## src/hdl/sfb_pkg.sv

```systemverilog
`timescale 1ns / 1ps
package sfb_pkg;

    // FIR length is fixed by the coefficient register map
    localparam int TAP_COUNT  = 5;
    localparam int FIR_CNT_W  = $clog2(TAP_COUNT + 1);
    localparam int SAMPLE_W   = 16;
    localparam int CFG_IDX_W  = 3;
    localparam int SAT_IN_W   = 20;

    typedef logic signed [SAMPLE_W-1:0] t_sample;

    // Coefficient register indexes
    typedef enum logic [CFG_IDX_W-1:0] {
        REG_IIR_OLD_GAIN  = 3'd0,
        REG_IIR_NEW_GAIN  = 3'd1,
        REG_FIR_TAP_ZERO  = 3'd2,
        REG_FIR_TAP_ONE   = 3'd3,
        REG_FIR_TAP_TWO   = 3'd4,
        REG_FIR_TAP_THREE = 3'd5,
        REG_FIR_TAP_FOUR  = 3'd6
    } t_reg_idx;

    // Q1.15 reset weights
    localparam t_sample IIR_OLD_GAIN_RST  = 16'sd6554;
    localparam t_sample IIR_NEW_GAIN_RST  = 16'sd26214;
    localparam t_sample FIR_TAP_ZERO_RST  = 16'sd0;
    localparam t_sample FIR_TAP_ONE_RST   = 16'sd6675;
    localparam t_sample FIR_TAP_TWO_RST   = 16'sd19418;
    localparam t_sample FIR_TAP_THREE_RST = 16'sd6675;
    localparam t_sample FIR_TAP_FOUR_RST  = 16'sd0;

    // Coefficient set shared by the IIR and FIR filters; fir_tap[0] weighs the oldest sample
    typedef struct packed {
        t_sample                 iir_old_gain;
        t_sample                 iir_new_gain;
        t_sample [TAP_COUNT-1:0] fir_tap;
    } t_coef;

    // Clamp a rounded value to the signed 16-bit range
    function automatic t_sample sat16(input logic signed [SAT_IN_W-1:0] v);
        if (v > 20'sd32767) begin
            return 16'sh7fff;
        end else if (v < -20'sd32768) begin
            return 16'sh8000;
        end else begin
            return v[SAMPLE_W-1:0];
        end
    endfunction

endpackage

```

## src/hdl/sfb_iir.sv

```systemverilog
`timescale 1ns / 1ps
module sfb_iir (
    input  logic             i_clk,
    input  logic             i_rst_n,
    input  logic             i_step,
    input  sfb_pkg::t_sample i_sample,
    input  sfb_pkg::t_coef   i_coef,
    output sfb_pkg::t_sample o_smoothed
);
    import sfb_pkg::*;

    localparam int ACC_W = 34;
    localparam int RND_W = ACC_W - 15;

    t_sample                 r_prev;
    logic signed [31:0]      w_p_old;
    logic signed [31:0]      w_p_new;
    logic signed [ACC_W-1:0] w_acc;
    logic signed [RND_W-1:0] w_rnd;

    // Mix previous output with the new sample, round to nearest, clamp
    assign w_p_old = 32'($signed(i_coef.iir_old_gain)) * 32'(r_prev);
    assign w_p_new = 32'($signed(i_coef.iir_new_gain)) * 32'(i_sample);
    assign w_acc   = ACC_W'(w_p_old) + ACC_W'(w_p_new) + 34'sd16384;
    assign w_rnd   = w_acc[ACC_W-1:15];

    assign o_smoothed = sat16(SAT_IN_W'(w_rnd));

    // Hold the last output as the feedback term
    always_ff @(posedge i_clk) begin
        if (!i_rst_n) begin
            r_prev <= '0;
        end else if (i_step) begin
            r_prev <= o_smoothed;
        end
    end

endmodule

```

## config.mk

```make
export PLATFORM = sky130hd
export DESIGN_NAME = sfb_iir
export DESIGN_NICKNAME = d
export VERILOG_FILES = /design/src/hdl/sfb_pkg.sv /design/src/hdl/sfb_iir.sv
export SDC_FILE = /design/constraint.sdc
export NUM_CORES = 1
export LEC_CHECK = 0
export BUFFER_PORTS_ARGS = -buffer_cell sky130_fd_sc_hd__buf_4
export CAP_MARGIN = 20
export CORE_MARGIN = 2
export CORE_UTILIZATION = 52
export CTS_CLUSTER_DIAMETER = 120
export DETAILED_ROUTE_END_ITERATION = 7
export PLACE_DENSITY = 0.82
export REMOVE_ABC_BUFFERS = 1
export SLEW_MARGIN = 10
export SYNTH_ARGS = -nofsm -noshare
export SYNTH_HDL_FRONTEND = slang
export SYNTH_SLANG_ARGS = --single-unit
```

## constraint.sdc

```tcl
create_clock -name i_clk -period 8.36 [get_ports i_clk]
set_input_delay 0.418 -clock i_clk [delete_from_list [all_inputs] [get_ports i_clk]]
set_output_delay 0.418 -clock i_clk [all_outputs]
set_load 0.01 [all_outputs]
```

==> results.toml <==
[grt]
grt_first_pass_wirelength_mm = 85.7
grtUsageTotal = 0.262
grt_overflow = 0
use_met2 = 0.474
busiest_layer = "met2"
grt_max_degree = 20
antenna_found_initial = 0
grt_pass1_vias = 17400
use_met1 = 0.312
grtUsageMet3 = 0.0198

[clock_tree]
clock_sinks = 16
numCtsBuffers = 3
clock-root-buffer = "clkbuf_16"
clock_path_buffers = 2
clk_pin_slew_ps = 50
cts_hold_buffers = 0
h-tree-depth = 1
clk_latency_ps = 250
cts_tree = "done"

[logic_synthesis]
async_reset_ff_frac = 0
synth_top_area_frac = 0.570
syn_avg_cell_area_um2 = 9.39
synth_edf_count = 0
synth-main-ff-cell = "dfxtp_1"
synthCells = 2217
synth.ff_latch_count = 16
ys_warn_count = 0
synth.distinct_cells = 56
yosys.area.top_type = "fa_1"
synth_seq_area_share = 0.0154
synth_area_mm2 = 0.0208
synth_area_leaders = "fa_1 (57%), inv_1 (11%), ha_1 (8.8%)"

[finish]
regMostFlops = "r_prev"
final_cell_mix = "inv_1 (625), fa_1 (583), and2_1 (253), nand2_1 (250), buf_4 (138)"
nNetsFinal = 3179
largest_reg_flops = 16
antenna_cells = 0
syn_to_final_growth_pct = 10.3
post-route-cell-area_mm2 = 0.0230
final_util = 0.579
final_common_cell = "inv_1"
drive_gt1_frac = 0.109
top_regs = "r_prev x16"

[setup_path]
start_kind = "primary input"
critPathMaxStageDelay_ps = 620
cp_common_cell = "fa_1"
critical_path.max_fanout = 16
slowest_stage = "fa_2"
ff2ff_path_depth = 29
critPathArrivalTime_ps = 7850
required_ps = 7940
path_class = "primary input to output port"
critPathCaptureType = "output port"

[sta]
fin_setup_tns_ps = 0
rsz0062_at_grt = "yes"
max_slew_margin = 0.646
finalHoldViolations = 0
drv_slew = 0
hold_slack_ps = 499
worst_pin_slew_ps = 526
fin_crit_sh = 0.989
fin_crit_ps = 8270
clock_skew_ps = 0.892
max_freq_ghz = 0.121
setup_viol = 0

[hold_path]
min_path_type = "primary input to register"
min_path_cells = 2

[placement]
placed_area_mm2 = 0.0222
routabilityCongestion = 0.916
port_buffers = 66
dp_hpwl_mm = 44.2

[floorplanning]
die_w_um = 204
dieArea_mm2 = 0.0416
ios = 147
die_h_um = 204
core_mm2 = 0.0396
start_util = 0.525
rows = 73

[run]
max-cap-violations = 0

[drt]
ant_nets = 0
route.detailed.drc = 0
via_count = 15300
drtIter0Drc = 783
dr.pass1.iters = 5
viasPerCell = 5.38
wire_per_inst_um = 18.4
wl_mm = 52.0

[status]
status = "finished, final reports clean"
path summary, 6_finish.rpt:
check	start	end	slack, ps
worst max register to register	r_prev[4]$_SDFFE_PN0P_	r_prev[3]$_SDFFE_PN0P_	180
worst min-delay path	i_rst_n	r_prev[10]$_SDFFE_PN0P_	500
worst min register to register	r_prev[7]$_SDFFE_PN0P_	r_prev[7]$_SDFFE_PN0P_	620
worst max-delay path	i_coef[111]	o_smoothed[11]	90
repair_timing:
item	4_1_cts	5_1_grt
setup buffers	3	22
pin swaps	0	41
gates resized for setup	9	115
endpoints found under the setup margin	15	25
endpoints found under the hold margin	0	0
gates cloned	1	2
synth_stat cells (3+ instances only):
cell / count
o21ai_0: 35
o211ai_1: 3
nor3_1: 6
xor2_1: 7
a211oi_1: 3
a21oi_1: 33
dfxtp_1: 16
ha_1: 146
nand2_1: 255
nor2_1: 45
o221a_1: 5
a21o_1: 10
xnor2_1: 24
o21ai_1: 3
and2_1: 257
nand2b_1: 17
nand3_1: 5
o21a_1: 3
inv_1: 633
clkbuf_1: 70
fa_1: 593
logic make-up after synthesis:
group	after synthesis	synth area share
adder cells (fa/ha/maj)	739	0.658
buffers and inverters	707	0.128
AND/OR/NAND/NOR	603	0.147
AO/OA/AOI/OAI	120	0.0383
XOR/XNOR	32	0.0138
flip-flops	16	0.0154
worst max-delay path: cells and delay by family:
family,cells,cell delay [ps]
buffers and inverters,11,1360
adder cells (fa/ha/maj),9,4370
AND/OR/NAND/NOR,3,600
AO/OA/AOI/OAI,5,990
XOR/XNOR,1,110
per-stage QoR:
step | cells | setup WS, ps
4_1_cts | 2809 | 5.08
2_1_floorplan | 2143 | 180
3_5_place_dp | 2801 | -22.7
3_3_place_gp | 2801 | 117
6_report | 2833 | 89.4
5_1_grt | 2833 | -106
per-layer routing:
| layer | wire, um | part of all wire |
|---|---|---|
| met4 | 3620 | 0.070 |
| met1 | 18100 | 0.35 |
| met2 | 27500 | 0.53 |
| met3 | 2770 | 0.053 |
| met5 | 0 | 0 |
final cells by class:
type	instances	area, um^2
Clock buffer	4	88.8
Fill cell	3282	16700
Inverter	633	2380
Multi-Input combinational cell	1494	18100
Sequential cell	16	344
Tap cell	525	657
Timing Repair Buffer	160	1340
Timing Repair inverter	1	7.51
Power is not shown: default switching activity piles up to over one toggle a cycle in this logic, so the estimate is an artifact.
