File: config.mk
export PLATFORM = sky130hd
export DESIGN_NAME = sfb_cfg_regs
export DESIGN_NICKNAME = d
export VERILOG_FILES = /design/src/hdl/sfb_pkg.sv /design/src/hdl/sfb_cfg_regs.sv
export SDC_FILE = /design/constraint.sdc
export NUM_CORES = 1
export LEC_CHECK = 0
export ABC_AREA = 1
export BUFFER_PORTS_ARGS = -buffer_cell sky130_fd_sc_hd__buf_2
export CAP_MARGIN = 0
export CORE_ASPECT_RATIO = 0.6
export CORE_MARGIN = 1.5
export CORE_UTILIZATION = 39
export CTS_CLUSTER_SIZE = 24
export DETAILED_ROUTE_END_ITERATION = 8
export GPL_TIMING_DRIVEN = 0
export PLACE_DENSITY = 0.68
export SETUP_SLACK_MARGIN = 0.02
export SKIP_CTS_REPAIR_TIMING = 1
export SYNTH_ARGS = -nofsm -noshare
export SYNTH_HDL_FRONTEND = slang
export SYNTH_SLANG_ARGS = --single-unit
File: constraint.sdc
create_clock -name i_clk -period 1.5 [get_ports i_clk]
set_clock_uncertainty 0.2 [all_clocks]
set_input_delay 0.075 -clock i_clk [delete_from_list [all_inputs] [get_ports i_clk]]
set_output_delay 0.075 -clock i_clk [all_outputs]
set_load 0.02 [all_outputs]
File: src/hdl/sfb_pkg.sv
`timescale 1ns / 1ps
package sfb_pkg;

    // FIR length is fixed by the coefficient register map
    localparam int TAP_COUNT  = 5;
    localparam int FIR_CNT_W  = $clog2(TAP_COUNT + 1);
    localparam int SAMPLE_W   = 16;
    localparam int CFG_IDX_W  = 3;
    localparam int SAT_IN_W   = 20;

    typedef logic signed [SAMPLE_W-1:0] t_sample;

    // Coefficient register indexes
    typedef enum logic [CFG_IDX_W-1:0] {
        REG_IIR_OLD_GAIN  = 3'd0,
        REG_IIR_NEW_GAIN  = 3'd1,
        REG_FIR_TAP_ZERO  = 3'd2,
        REG_FIR_TAP_ONE   = 3'd3,
        REG_FIR_TAP_TWO   = 3'd4,
        REG_FIR_TAP_THREE = 3'd5,
        REG_FIR_TAP_FOUR  = 3'd6
    } t_reg_idx;

    // Q1.15 reset weights
    localparam t_sample IIR_OLD_GAIN_RST  = 16'sd6554;
    localparam t_sample IIR_NEW_GAIN_RST  = 16'sd26214;
    localparam t_sample FIR_TAP_ZERO_RST  = 16'sd0;
    localparam t_sample FIR_TAP_ONE_RST   = 16'sd6675;
    localparam t_sample FIR_TAP_TWO_RST   = 16'sd19418;
    localparam t_sample FIR_TAP_THREE_RST = 16'sd6675;
    localparam t_sample FIR_TAP_FOUR_RST  = 16'sd0;

    // Coefficient set shared by the IIR and FIR filters; fir_tap[0] weighs the oldest sample
    typedef struct packed {
        t_sample                 iir_old_gain;
        t_sample                 iir_new_gain;
        t_sample [TAP_COUNT-1:0] fir_tap;
    } t_coef;

    // Clamp a rounded value to the signed 16-bit range
    function automatic t_sample sat16(input logic signed [SAT_IN_W-1:0] v);
        if (v > 20'sd32767) begin
            return 16'sh7fff;
        end else if (v < -20'sd32768) begin
            return 16'sh8000;
        end else begin
            return v[SAMPLE_W-1:0];
        end
    endfunction

endpackage

File: src/hdl/sfb_cfg_regs.sv
`timescale 1ns / 1ps
module sfb_cfg_regs (
    input  logic                       i_clk,
    input  logic                       i_rst_n,
    input  logic                       i_wr,
    input  logic [sfb_pkg::CFG_IDX_W-1:0] i_index,
    input  logic [sfb_pkg::SAMPLE_W-1:0]  i_data,
    output sfb_pkg::t_coef             o_coef
);
    import sfb_pkg::*;

    t_coef r_coef;

    // Load reset weights, then take writes by register index
    always_ff @(posedge i_clk) begin
        if (!i_rst_n) begin
            r_coef.iir_old_gain <= IIR_OLD_GAIN_RST;
            r_coef.iir_new_gain <= IIR_NEW_GAIN_RST;
            r_coef.fir_tap[0]   <= FIR_TAP_ZERO_RST;
            r_coef.fir_tap[1]   <= FIR_TAP_ONE_RST;
            r_coef.fir_tap[2]   <= FIR_TAP_TWO_RST;
            r_coef.fir_tap[3]   <= FIR_TAP_THREE_RST;
            r_coef.fir_tap[4]   <= FIR_TAP_FOUR_RST;
        end else if (i_wr) begin
            case (t_reg_idx'(i_index))
                REG_IIR_OLD_GAIN:  r_coef.iir_old_gain <= i_data;
                REG_IIR_NEW_GAIN:  r_coef.iir_new_gain <= i_data;
                REG_FIR_TAP_ZERO:  r_coef.fir_tap[0]   <= i_data;
                REG_FIR_TAP_ONE:   r_coef.fir_tap[1]   <= i_data;
                REG_FIR_TAP_TWO:   r_coef.fir_tap[2]   <= i_data;
                REG_FIR_TAP_THREE: r_coef.fir_tap[3]   <= i_data;
                REG_FIR_TAP_FOUR:  r_coef.fir_tap[4]   <= i_data;
                default: begin
                    // drop writes beyond the register map
                end
            endcase
        end
    end

    assign o_coef = r_coef;

endmodule

==> results.yml <==
route:
  detail-route-antenna-nets: 0
  vias: 4499
  post-route-drc-count: 11
  routed_wl_mm: 14.1
  viasPerCell: 4.94
  wl_per_cell_um: 15.5
  drtPass1Iterations: 8
  drtIter0Drc: 389
logic_synthesis:
  synth_area_um2: 4340
  yosys.area_share.adder_pct: 0
  synth_compound_gate_area_share_pct: 0
  syn_area_per_cell_um2: 7.22
  yosys.cell_types.count: 13
  seq_area_frac_synth_pct: 51.7
  synth_top_family_by_area: "simple AND/OR/NAND/NOR gates"
  synthXorXnorAreaFrac_pct: 0
  synth_cells: 601
  synth_seq_cells: 112
  synth_mux_area_share_pct: 0
  synth_warnings: 0
  synth_simple_gate_area_share_pct: 42.4
  synthesis.nets: 623
place:
  io_buffers: 132
  place_congestion: 0.862
  dp_hpwl_mm: 10.3
cells_and_area:
  diodes: 0
  area_growth_pct: 32.2
  drive_gt1_share_pct: 24.4
  final_util_pct: 53.6
  nets: 790
  largest_reg_flops: 112
clock_network:
  cts_max_level: 3
  cts_max_path_buffers: 2
  cts_sinks: 112
  cts_tree: "built"
  worst_skew_pair.late_latency_ns: 0.35
  cts_buffers: 9
  clk_transition_reported_paths_ns: 0.07
  clock-root-buffer: "clkbuf_16"
power:
  clock_power_share_pct: 39.6
  p_sw_share_pct: 25.5
  vdd.ir_drop.worst_v: 0.000586
  p_int_mw: 4.89
  p_comb_share_pct: 12.7
  power_density_nw_per_um2: 1140
  pwr-share-seq_pct: 47.8
  power_switching_mw: 1.67
  p_leak_nw: 2.84
critical_path:
  start_kind: "input pin"
  cp.arrival_ns: 1.32
  crit_type: "in -> reg"
  end_kind: "flip-flop"
  cp.required_ns: 1.55
  cp_max_fo: 6
timing:
  max_slew.worst_pin.slew_ns: 0.511
  finalHoldViolations: 4
  layout_worst_path_cycle_share_pct: 85.2
  finalSetupTns_ns: 0
  timing.slew.headroom_pct: 65.9
  max_freq_mhz: 783
  setup_viol: 0
  fin_hold_ws_ns: -0.0180
  grt_setup_unrepaired: "no"
  period_minus_slack_ns: 1.28
  maxSlewViolCount: 0
global_routing:
  grt_pass1_vias: 3983
  grt_pass1_wl_mm: 21.2
  globalRoute.totalOverflow: 0
  grt_max_degree: 17
  antenna_found_initial: 1
  grt_util_all_layers_pct: 23.5
outcome:
  failed_checks: "DRC, hold timing"
  outcome: "finished, violations left"
floorplan:
  boundaryPins: 134
  start_util_pct: 40.5
  row_count: 29
  core_area_um2: 10700
  die_w_um: 139
  die_h_um: 84.7
  die_area_um2: 11800
run:
  cap_viol_max_count: 0
worst_hold_path:
  holdCritPathClass: "in -> reg"
==> cells in the mapped netlist <==
cell type,instances,area (µm²)
nand2_1,157,589
nor2_1,153,574
dfxtp_1,112,2240
nand3_1,112,561
buf_2,18,90.1
inv_1,18,67.6
buf_4,8,60.1
nor2_4,8,90.1
clkbuf_1,5,18.8
inv_2,4,15.0
buf_1,2,7.51
nand2_2,2,12.5
nor2_2,2,12.5
==> metrics by stage <==
| stage | setup slack (ns) | instances | power (mW) | hold slack (ns) | cell area, µm² |
|---|---|---|---|---|---|
| 2_1_floorplan | 0.491 | 601 | 3.68 | -0.0118 | 4340 |
| 3_3_place_gp | 0.126 | 872 | 3.95 | 0.105 | 5170 |
| 3_5_place_dp | 0.0691 | 872 | 3.97 | 0.106 | 5170 |
| 4_1_cts | 0.304 | 887 | 6.54 | -0.257 | 5500 |
| 5_1_grt | 0.192 | 911 | 6.80 | 0.00742 | 5740 |
| 6_report | 0.222 | 911 | 6.57 | -0.0180 | 5740 |
==> routing by layer <==
| layer | track usage [%] | wire length [µm] | part of all wire [%] | vias to the layer above |
|---|---|---|---|---|
| met4 | 5.51 | 164 | 1.2 | 0 |
| met3 | 6.96 | 1370 | 9.7 | 19 |
| met5 | 0 | 0 | 0 | - |
| li1 | - | - | - | 2216 |
| met1 | 34.2 | 6840 | 49 | 2045 |
| met2 | 33.9 | 5720 | 41 | 219 |
==> logic make-up after synthesis <==
| logic type | after synthesis |
|---|---|
| and+or+nand+nor | 434 |
| DFF | 112 |
| buffers and inverters | 55 |
==> power by group through the flow <==
| stage | combinational [mW] | clock (mW) | sequential, mW |
|---|---|---|---|
| after floorplan | 0.356 | 0 | 3.33 |
| after detailed placement | 0.767 | 0 | 3.20 |
| after global placement | 0.752 | 0 | 3.20 |
| after global routing | 0.901 | 2.75 | 3.15 |
| after CTS | 0.770 | 2.63 | 3.14 |
| final | 0.832 | 2.60 | 3.14 |
==> critical path, cell delays in order <==
cell and delay (ns):
dlygate4sd3_1 0.53, buf_2 0.14, inv_1 0.28, nand3_1 0.13
nand2_1 0.12, nor2_1 0.05
==> final timing paths <==
kind	endpoint	cells past startpoint	slack, ns	startpoint
worst max-delay path	o_coef[18]$_SDFFE_PN0P_	6	0.22	i_data[2]
worst min register to register	o_coef[57]$_SDFFE_PN1P_	2	0.25	o_coef[57]$_SDFFE_PN1P_
worst min-delay path	o_coef[0]$_SDFFE_PN0P_	5	-0.02	i_index[0]
worst max register to register	o_coef[101]$_SDFFE_PN0P_	2	0.69	o_coef[101]$_SDFFE_PN0P_
==> layout make-up <==
cell class	count	area, µm²
multi-input combinational	434	1840
inverter	22	82.6
timing repair buffer	156	901
tap	139	174
clock buffer	12	256
sequential	112	2240
buffer	33	176
clock inverter	3	65.1
fill	1043	4970
==> cells in the final DEF (no fill, tap or decap), drive strengths merged <==
master and n:
clkbuf 17, nand3 112, clkinv 1, dlygate4sd3 24, inv 22, buf 160, dfxtp 112, nor2 163
nand2 159, bufinv 2
No activity file was read; power rests on OpenSTA's default activity.
