### src/hdl/sfb_pkg.sv
`timescale 1ns / 1ps
package sfb_pkg;

    // FIR length is fixed by the coefficient register map
    localparam int TAP_COUNT  = 5;
    localparam int FIR_CNT_W  = $clog2(TAP_COUNT + 1);
    localparam int SAMPLE_W   = 16;
    localparam int CFG_IDX_W  = 3;
    localparam int SAT_IN_W   = 20;

    typedef logic signed [SAMPLE_W-1:0] t_sample;

    // Coefficient register indexes
    typedef enum logic [CFG_IDX_W-1:0] {
        REG_IIR_OLD_GAIN  = 3'd0,
        REG_IIR_NEW_GAIN  = 3'd1,
        REG_FIR_TAP_ZERO  = 3'd2,
        REG_FIR_TAP_ONE   = 3'd3,
        REG_FIR_TAP_TWO   = 3'd4,
        REG_FIR_TAP_THREE = 3'd5,
        REG_FIR_TAP_FOUR  = 3'd6
    } t_reg_idx;

    // Q1.15 reset weights
    localparam t_sample IIR_OLD_GAIN_RST  = 16'sd6554;
    localparam t_sample IIR_NEW_GAIN_RST  = 16'sd26214;
    localparam t_sample FIR_TAP_ZERO_RST  = 16'sd0;
    localparam t_sample FIR_TAP_ONE_RST   = 16'sd6675;
    localparam t_sample FIR_TAP_TWO_RST   = 16'sd19418;
    localparam t_sample FIR_TAP_THREE_RST = 16'sd6675;
    localparam t_sample FIR_TAP_FOUR_RST  = 16'sd0;

    // Coefficient set shared by the IIR and FIR filters; fir_tap[0] weighs the oldest sample
    typedef struct packed {
        t_sample                 iir_old_gain;
        t_sample                 iir_new_gain;
        t_sample [TAP_COUNT-1:0] fir_tap;
    } t_coef;

    // Clamp a rounded value to the signed 16-bit range
    function automatic t_sample sat16(input logic signed [SAT_IN_W-1:0] v);
        if (v > 20'sd32767) begin
            return 16'sh7fff;
        end else if (v < -20'sd32768) begin
            return 16'sh8000;
        end else begin
            return v[SAMPLE_W-1:0];
        end
    endfunction

endpackage

### src/hdl/sfb_average.sv
`timescale 1ns / 1ps
module sfb_average #(
    parameter int AVERAGE_LENGTH = 5
) (
    input  logic             i_clk,
    input  logic             i_rst_n,
    input  logic             i_step,
    input  sfb_pkg::t_sample i_sample,
    output sfb_pkg::t_sample o_average
);
    import sfb_pkg::*;

    localparam int CNT_W     = $clog2(AVERAGE_LENGTH + 1);
    localparam int SUM_W     = SAMPLE_W + $clog2(AVERAGE_LENGTH);
    // Reciprocal scale: exact floor division for any dividend below 2**SUM_W
    localparam int DIV_SHIFT = SUM_W + $clog2(AVERAGE_LENGTH);
    localparam int PROD_W    = SUM_W + DIV_SHIFT;
    localparam int QUOT_W    = SAMPLE_W + 1;
    localparam longint unsigned RECIP_FULL =
        ((64'd1 << DIV_SHIFT) + 64'(AVERAGE_LENGTH) - 64'd1) / 64'(AVERAGE_LENGTH);
    localparam logic [DIV_SHIFT-1:0] RECIP = DIV_SHIFT'(RECIP_FULL);
    localparam logic [SUM_W-1:0]     HALF  = SUM_W'(AVERAGE_LENGTH / 2);

    t_sample                  r_ring [AVERAGE_LENGTH];
    logic signed [SUM_W-1:0]  r_sum;
    logic [CNT_W-1:0]         r_count;

    logic signed [SUM_W-1:0]  n_sum;
    logic                     w_neg;
    logic [SUM_W-1:0]         w_abs;
    logic [SUM_W-1:0]         w_mag;
    logic [PROD_W-1:0]        w_prod;
    logic [QUOT_W-1:0]        w_quot;
    logic [QUOT_W-1:0]        w_signed;
    logic                     w_warm;

    // Running sum: add the new sample, drop the oldest
    assign n_sum = r_sum + SUM_W'(i_sample) - SUM_W'(r_ring[0]);

    // Round half away from zero on the magnitude, divide by reciprocal multiply
    assign w_neg    = n_sum[SUM_W-1];
    assign w_abs    = w_neg ? SUM_W'(-n_sum) : SUM_W'(n_sum);
    assign w_mag    = w_abs + HALF;
    assign w_prod   = PROD_W'(w_mag) * PROD_W'(RECIP);
    assign w_quot   = w_prod[DIV_SHIFT +: QUOT_W];
    assign w_signed = w_neg ? QUOT_W'(-w_quot) : w_quot;

    assign w_warm    = r_count < CNT_W'(AVERAGE_LENGTH);
    assign o_average = w_warm ? i_sample : w_signed[SAMPLE_W-1:0];

    // Shift the ring, update sum and saturating count on each item
    always_ff @(posedge i_clk) begin
        if (!i_rst_n) begin
            for (int i = 0; i < AVERAGE_LENGTH; i++) begin
                r_ring[i] <= '0;
            end
            r_sum   <= '0;
            r_count <= '0;
        end else if (i_step) begin
            for (int i = 0; i < AVERAGE_LENGTH - 1; i++) begin
                r_ring[i] <= r_ring[i+1];
            end
            r_ring[AVERAGE_LENGTH-1] <= i_sample;
            r_sum <= n_sum;
            if (w_warm) begin
                r_count <= r_count + 1'b1;
            end
        end
    end

endmodule

### config.mk
export PLATFORM = sky130hd
export DESIGN_NAME = sfb_average
export DESIGN_NICKNAME = d
export VERILOG_FILES = /design/src/hdl/sfb_pkg.sv /design/src/hdl/sfb_average.sv
export SDC_FILE = /design/constraint.sdc
export NUM_CORES = 1
export LEC_CHECK = 0
export BUFFER_PORTS_ARGS = -buffer_cell sky130_fd_sc_hd__buf_4
export CORE_UTILIZATION = 45
export CTS_BUF_LIST = sky130_fd_sc_hd__clkbuf_16
export DETAILED_ROUTE_END_ITERATION = 16
export HOLD_SLACK_MARGIN = 0.12
export PLACE_DENSITY_LB_ADDON = 0.05
export SLEW_MARGIN = 20
export SYNTH_ARGS = -nofsm -noshare
export SYNTH_HDL_FRONTEND = slang
export SYNTH_SLANG_ARGS = --single-unit
export TNS_END_PERCENT = 50
### constraint.sdc
create_clock -name i_clk -period 51.1 [get_ports i_clk]
set_clock_uncertainty 0.2 [all_clocks]
set_input_delay 15.33 -clock i_clk [delete_from_list [all_inputs] [get_ports i_clk]]
set_output_delay 15.33 -clock i_clk [all_outputs]
set_load 0.02 [all_outputs]
==> metrics.md <==
| Metric | Value |
|---|---|
| Post-synth top area cell | edfxtp_1 |
| Reg clk slew, reported paths | 0.08 ns |
| I/O pin cnt | 35 |
| Post-DRT Antenna Nets | 0 |
| Area of placed instances | approximately 13000 µm² |
| CTS-repair resized insts | 0 |
| Flop and latch count out of synthesis | ~100 |
| Tot GR Track Use | 0.224 |
| DR vias | 8911 |
| Min-delay src | r_sum[1] |
| Final Instance Area | 13300 µm² |
| Detailed router's first-iteration violation count | slightly above 600 |
| Number of fill cells | around 2600 |
| Worst Hold End | r_sum[1] |
| Initial antenna violation count | 0 |
| Die height | 168 µm |
| Number of remaining DRC errors | 0 |
| Latest clock arrival within the worst-skew pair | around 0.36 ns |
| Hold depth | 1 |
| Critical path's largest stage delay | 0.70 ns |
| TNS Setup | 0 ns |
| Clock Path Buffers | 2 |
| Core area | ~27000 µm² |
| Hold-fix buffers at CTS | 0 |
| Max Cap Viol | 0 |
| Crit Path Max Fanout | 22 |
| Final WL | around 30 mm |
| Post-layout min period | between 40 and 50 ns |
| First-pass GRT wire length | 49.0 mm |
| Slew Limit Fails | 0 |
| Final net count | approximately 1600 |
| Synth async-reset ratio | 0 |
| N_diodes | 0 |
| Die Width | ~170 µm |
| Status | complete, no violations |
| Worst-Margin Slew | 0.908 ns |
| Overflow after GRT | 0 |
| Primary FF master, synth | edfxtp_1 |
| Post-synthesis sequential area ratio | 0.229 |
| Die Footprint | between 20000 and 30000 µm² |
| Layout cells sized above 1 | 0.0617 |
| Final Hold Viols | 0 |
| Clock sink total | 102 |
| Synthesized net count | roughly 1600 |
| Pin count of the biggest net entering global routing | 99 |
| P&R area growth vs syn | 6.89% |
| Row count | 60 |
| Setup crit end kind | primary output |
| Yosys top cell area share | 0.194 |
| Library cells used by synthesis | 81 |
| Synth warn | 0 |
| Post-CTS Setup Bufs | 0 |
| Fin util | 0.492 |
| Placer Congestion | slightly below 0.9 |
| Reg2reg path depth | 12 |
| Reg2Reg Setup Slack | approximately 47 ns |
| Drt pass-1 iters | 5 |
| Final setup vio count | 0 |
| Routed WL per cell | between 15 and 20 µm |
| Dpl cells | roughly 1700 |
| Number of buffers created by CTS | 9 |
| DPL Wire Length | between 20 and 25 mm |
| CP arrival | about 27 ns |
| H-tree depth | 3 |
| WP data required | around 36 ns |
| Initial Utilization | 0.460 |
| Synth area leaders | edfxtp_1 19%, fa_1 19%, ha_1 16%, inv_1 8.5%, and3_1 4.7% |
| Worst hold path type | reg2reg |
| RSZ-0062 raised after global routing | false |
| Non-filler cells, final | approximately 1700 |
| Synth Area per Inst | 9.43 µm² |
| Reg-to-Reg Start | r_ring[0][1] |
| I/O Buffers | 34 |
| CTS tree | done |
| Reg-to-reg endpoint | r_sum[17] |
| Max_slew headroom | 0.390 |
| Post-synth EDFFs | 80 |
| CP startpoint kind | input pin |
| Max frequency | ~0.023 GHz |
| Clock Tree Root | clkbuf_16 |
| CP max-delay cell | a211o_1 |
| Mapped cell area | about 12000 µm² |
| Vias/cell | 5.33 |
| Crit share post-route | 0.834 |
| Vias in the first global route | 8878 |
| Post-Syn Instances | ~1300 |
| Crit Path Category | in2out |
[final cells by class]
class | count | area, µm² | area share
timing repair buffer | 42 | 315 | 0.0238
clock buffer | 9 | 225 | 0.0170
tap | 341 | 427 | 0.0322
multi-input combinational | 888 | 8330 | 0.629
sequential | 102 | 2840 | 0.215
clock inverter | 7 | 50.0 | 0.00378
inverter | 282 | 1060 | 0.0800
[cell families (layout without fill, tap and decap cells)]
family | after synthesis | in the layout | share of synthesized area
buf+inv | 324 | 340 | 0.101
simple gates | 315 | 315 | 0.145
fa+ha+maj | 273 | 273 | 0.346
compound gates | 208 | 208 | 0.112
flops | 102 | 102 | 0.229
xor+xnor | 79 | 79 | 0.0564
mux | 13 | 13 | 0.0105
[layout by cell type (no fill, tap or decap), drive strengths merged, types with 13 or more instances in the layout]
cell	netlist	layout
dfxtp	22	22
buf	9	42
xor2	29	29
nor2	41	41
fa	117	117
o21ai	65	65
edfxtp	80	80
nand2	56	56
and3	94	94
nor2b	16	16
a21oi	40	40
xnor2	50	50
nand3	14	14
mux2i	13	13
and2	15	15
nor3	13	13
ha	156	156
inv	282	285
[how the worst max path moves through the flow]
stage,start,end,slack [ns]
2_1_floorplan,i_sample[2],o_average[15],9.66
3_3_place_gp,i_sample[2],o_average[15],8.66
3_5_place_dp,i_sample[2],o_average[15],8.46
4_1_cts,i_sample[2],o_average[15],8.45
5_1_grt,i_sample[7],o_average[15],7.51
6_report,i_sample[2],o_average[15],8.47
[synthesized netlist by cell type (13+ instances only)]
cell type / instances
a21oi_1: 39
and2_1: 15
and3_1: 94
clkbuf_1: 33
dfxtp_1: 22
edfxtp_1: 80
fa_1: 117
ha_1: 156
inv_1: 282
mux2i_1: 13
nand2_1: 56
nand3_1: 14
nor2_1: 41
nor2b_1: 15
o21ai_0: 58
xnor2_1: 49
xor2_1: 29
[worst max-delay path: cells and delay by family]
family,cells,cell delay (ns)
adders and majority gates,10,4.56
AOI/OAI and AO/OA,10,2.97
and+or+nand+nor,12,2.64
xor gates and xnor gates,3,0.96
buffers and inverters,8,0.60
[per-stage QoR]
| stage | hold WS (ns) | setup slack, ns |
|---|---|---|
| floorplan | 0.254 | 9.66 |
| global placement | 0.263 | 8.66 |
| detailed placement | 0.269 | 8.46 |
| CTS | 0.286 | 8.45 |
| global route | 0.322 | 7.51 |
| finish | 0.287 | 8.47 |
[flip-flops by register name (all words and copies together), names as in the netlist]
| name | flops |
|---|---|
| r_count | 3 |
| r_ring | 80 |
| r_sum | 19 |
[layer usage]
metal	track usage	up-vias	share of wire
met2	0.331	156	0.42
met3	0.0346	21	0.035
met1	0.345	4302	0.53
li1	-	4432	-
met5	0	-	0
met4	0.0435	0	0.014
Power is left out: the tool's default activity adds up to more than one toggle a clock period on the data nets, which glitch-free logic cannot reach.
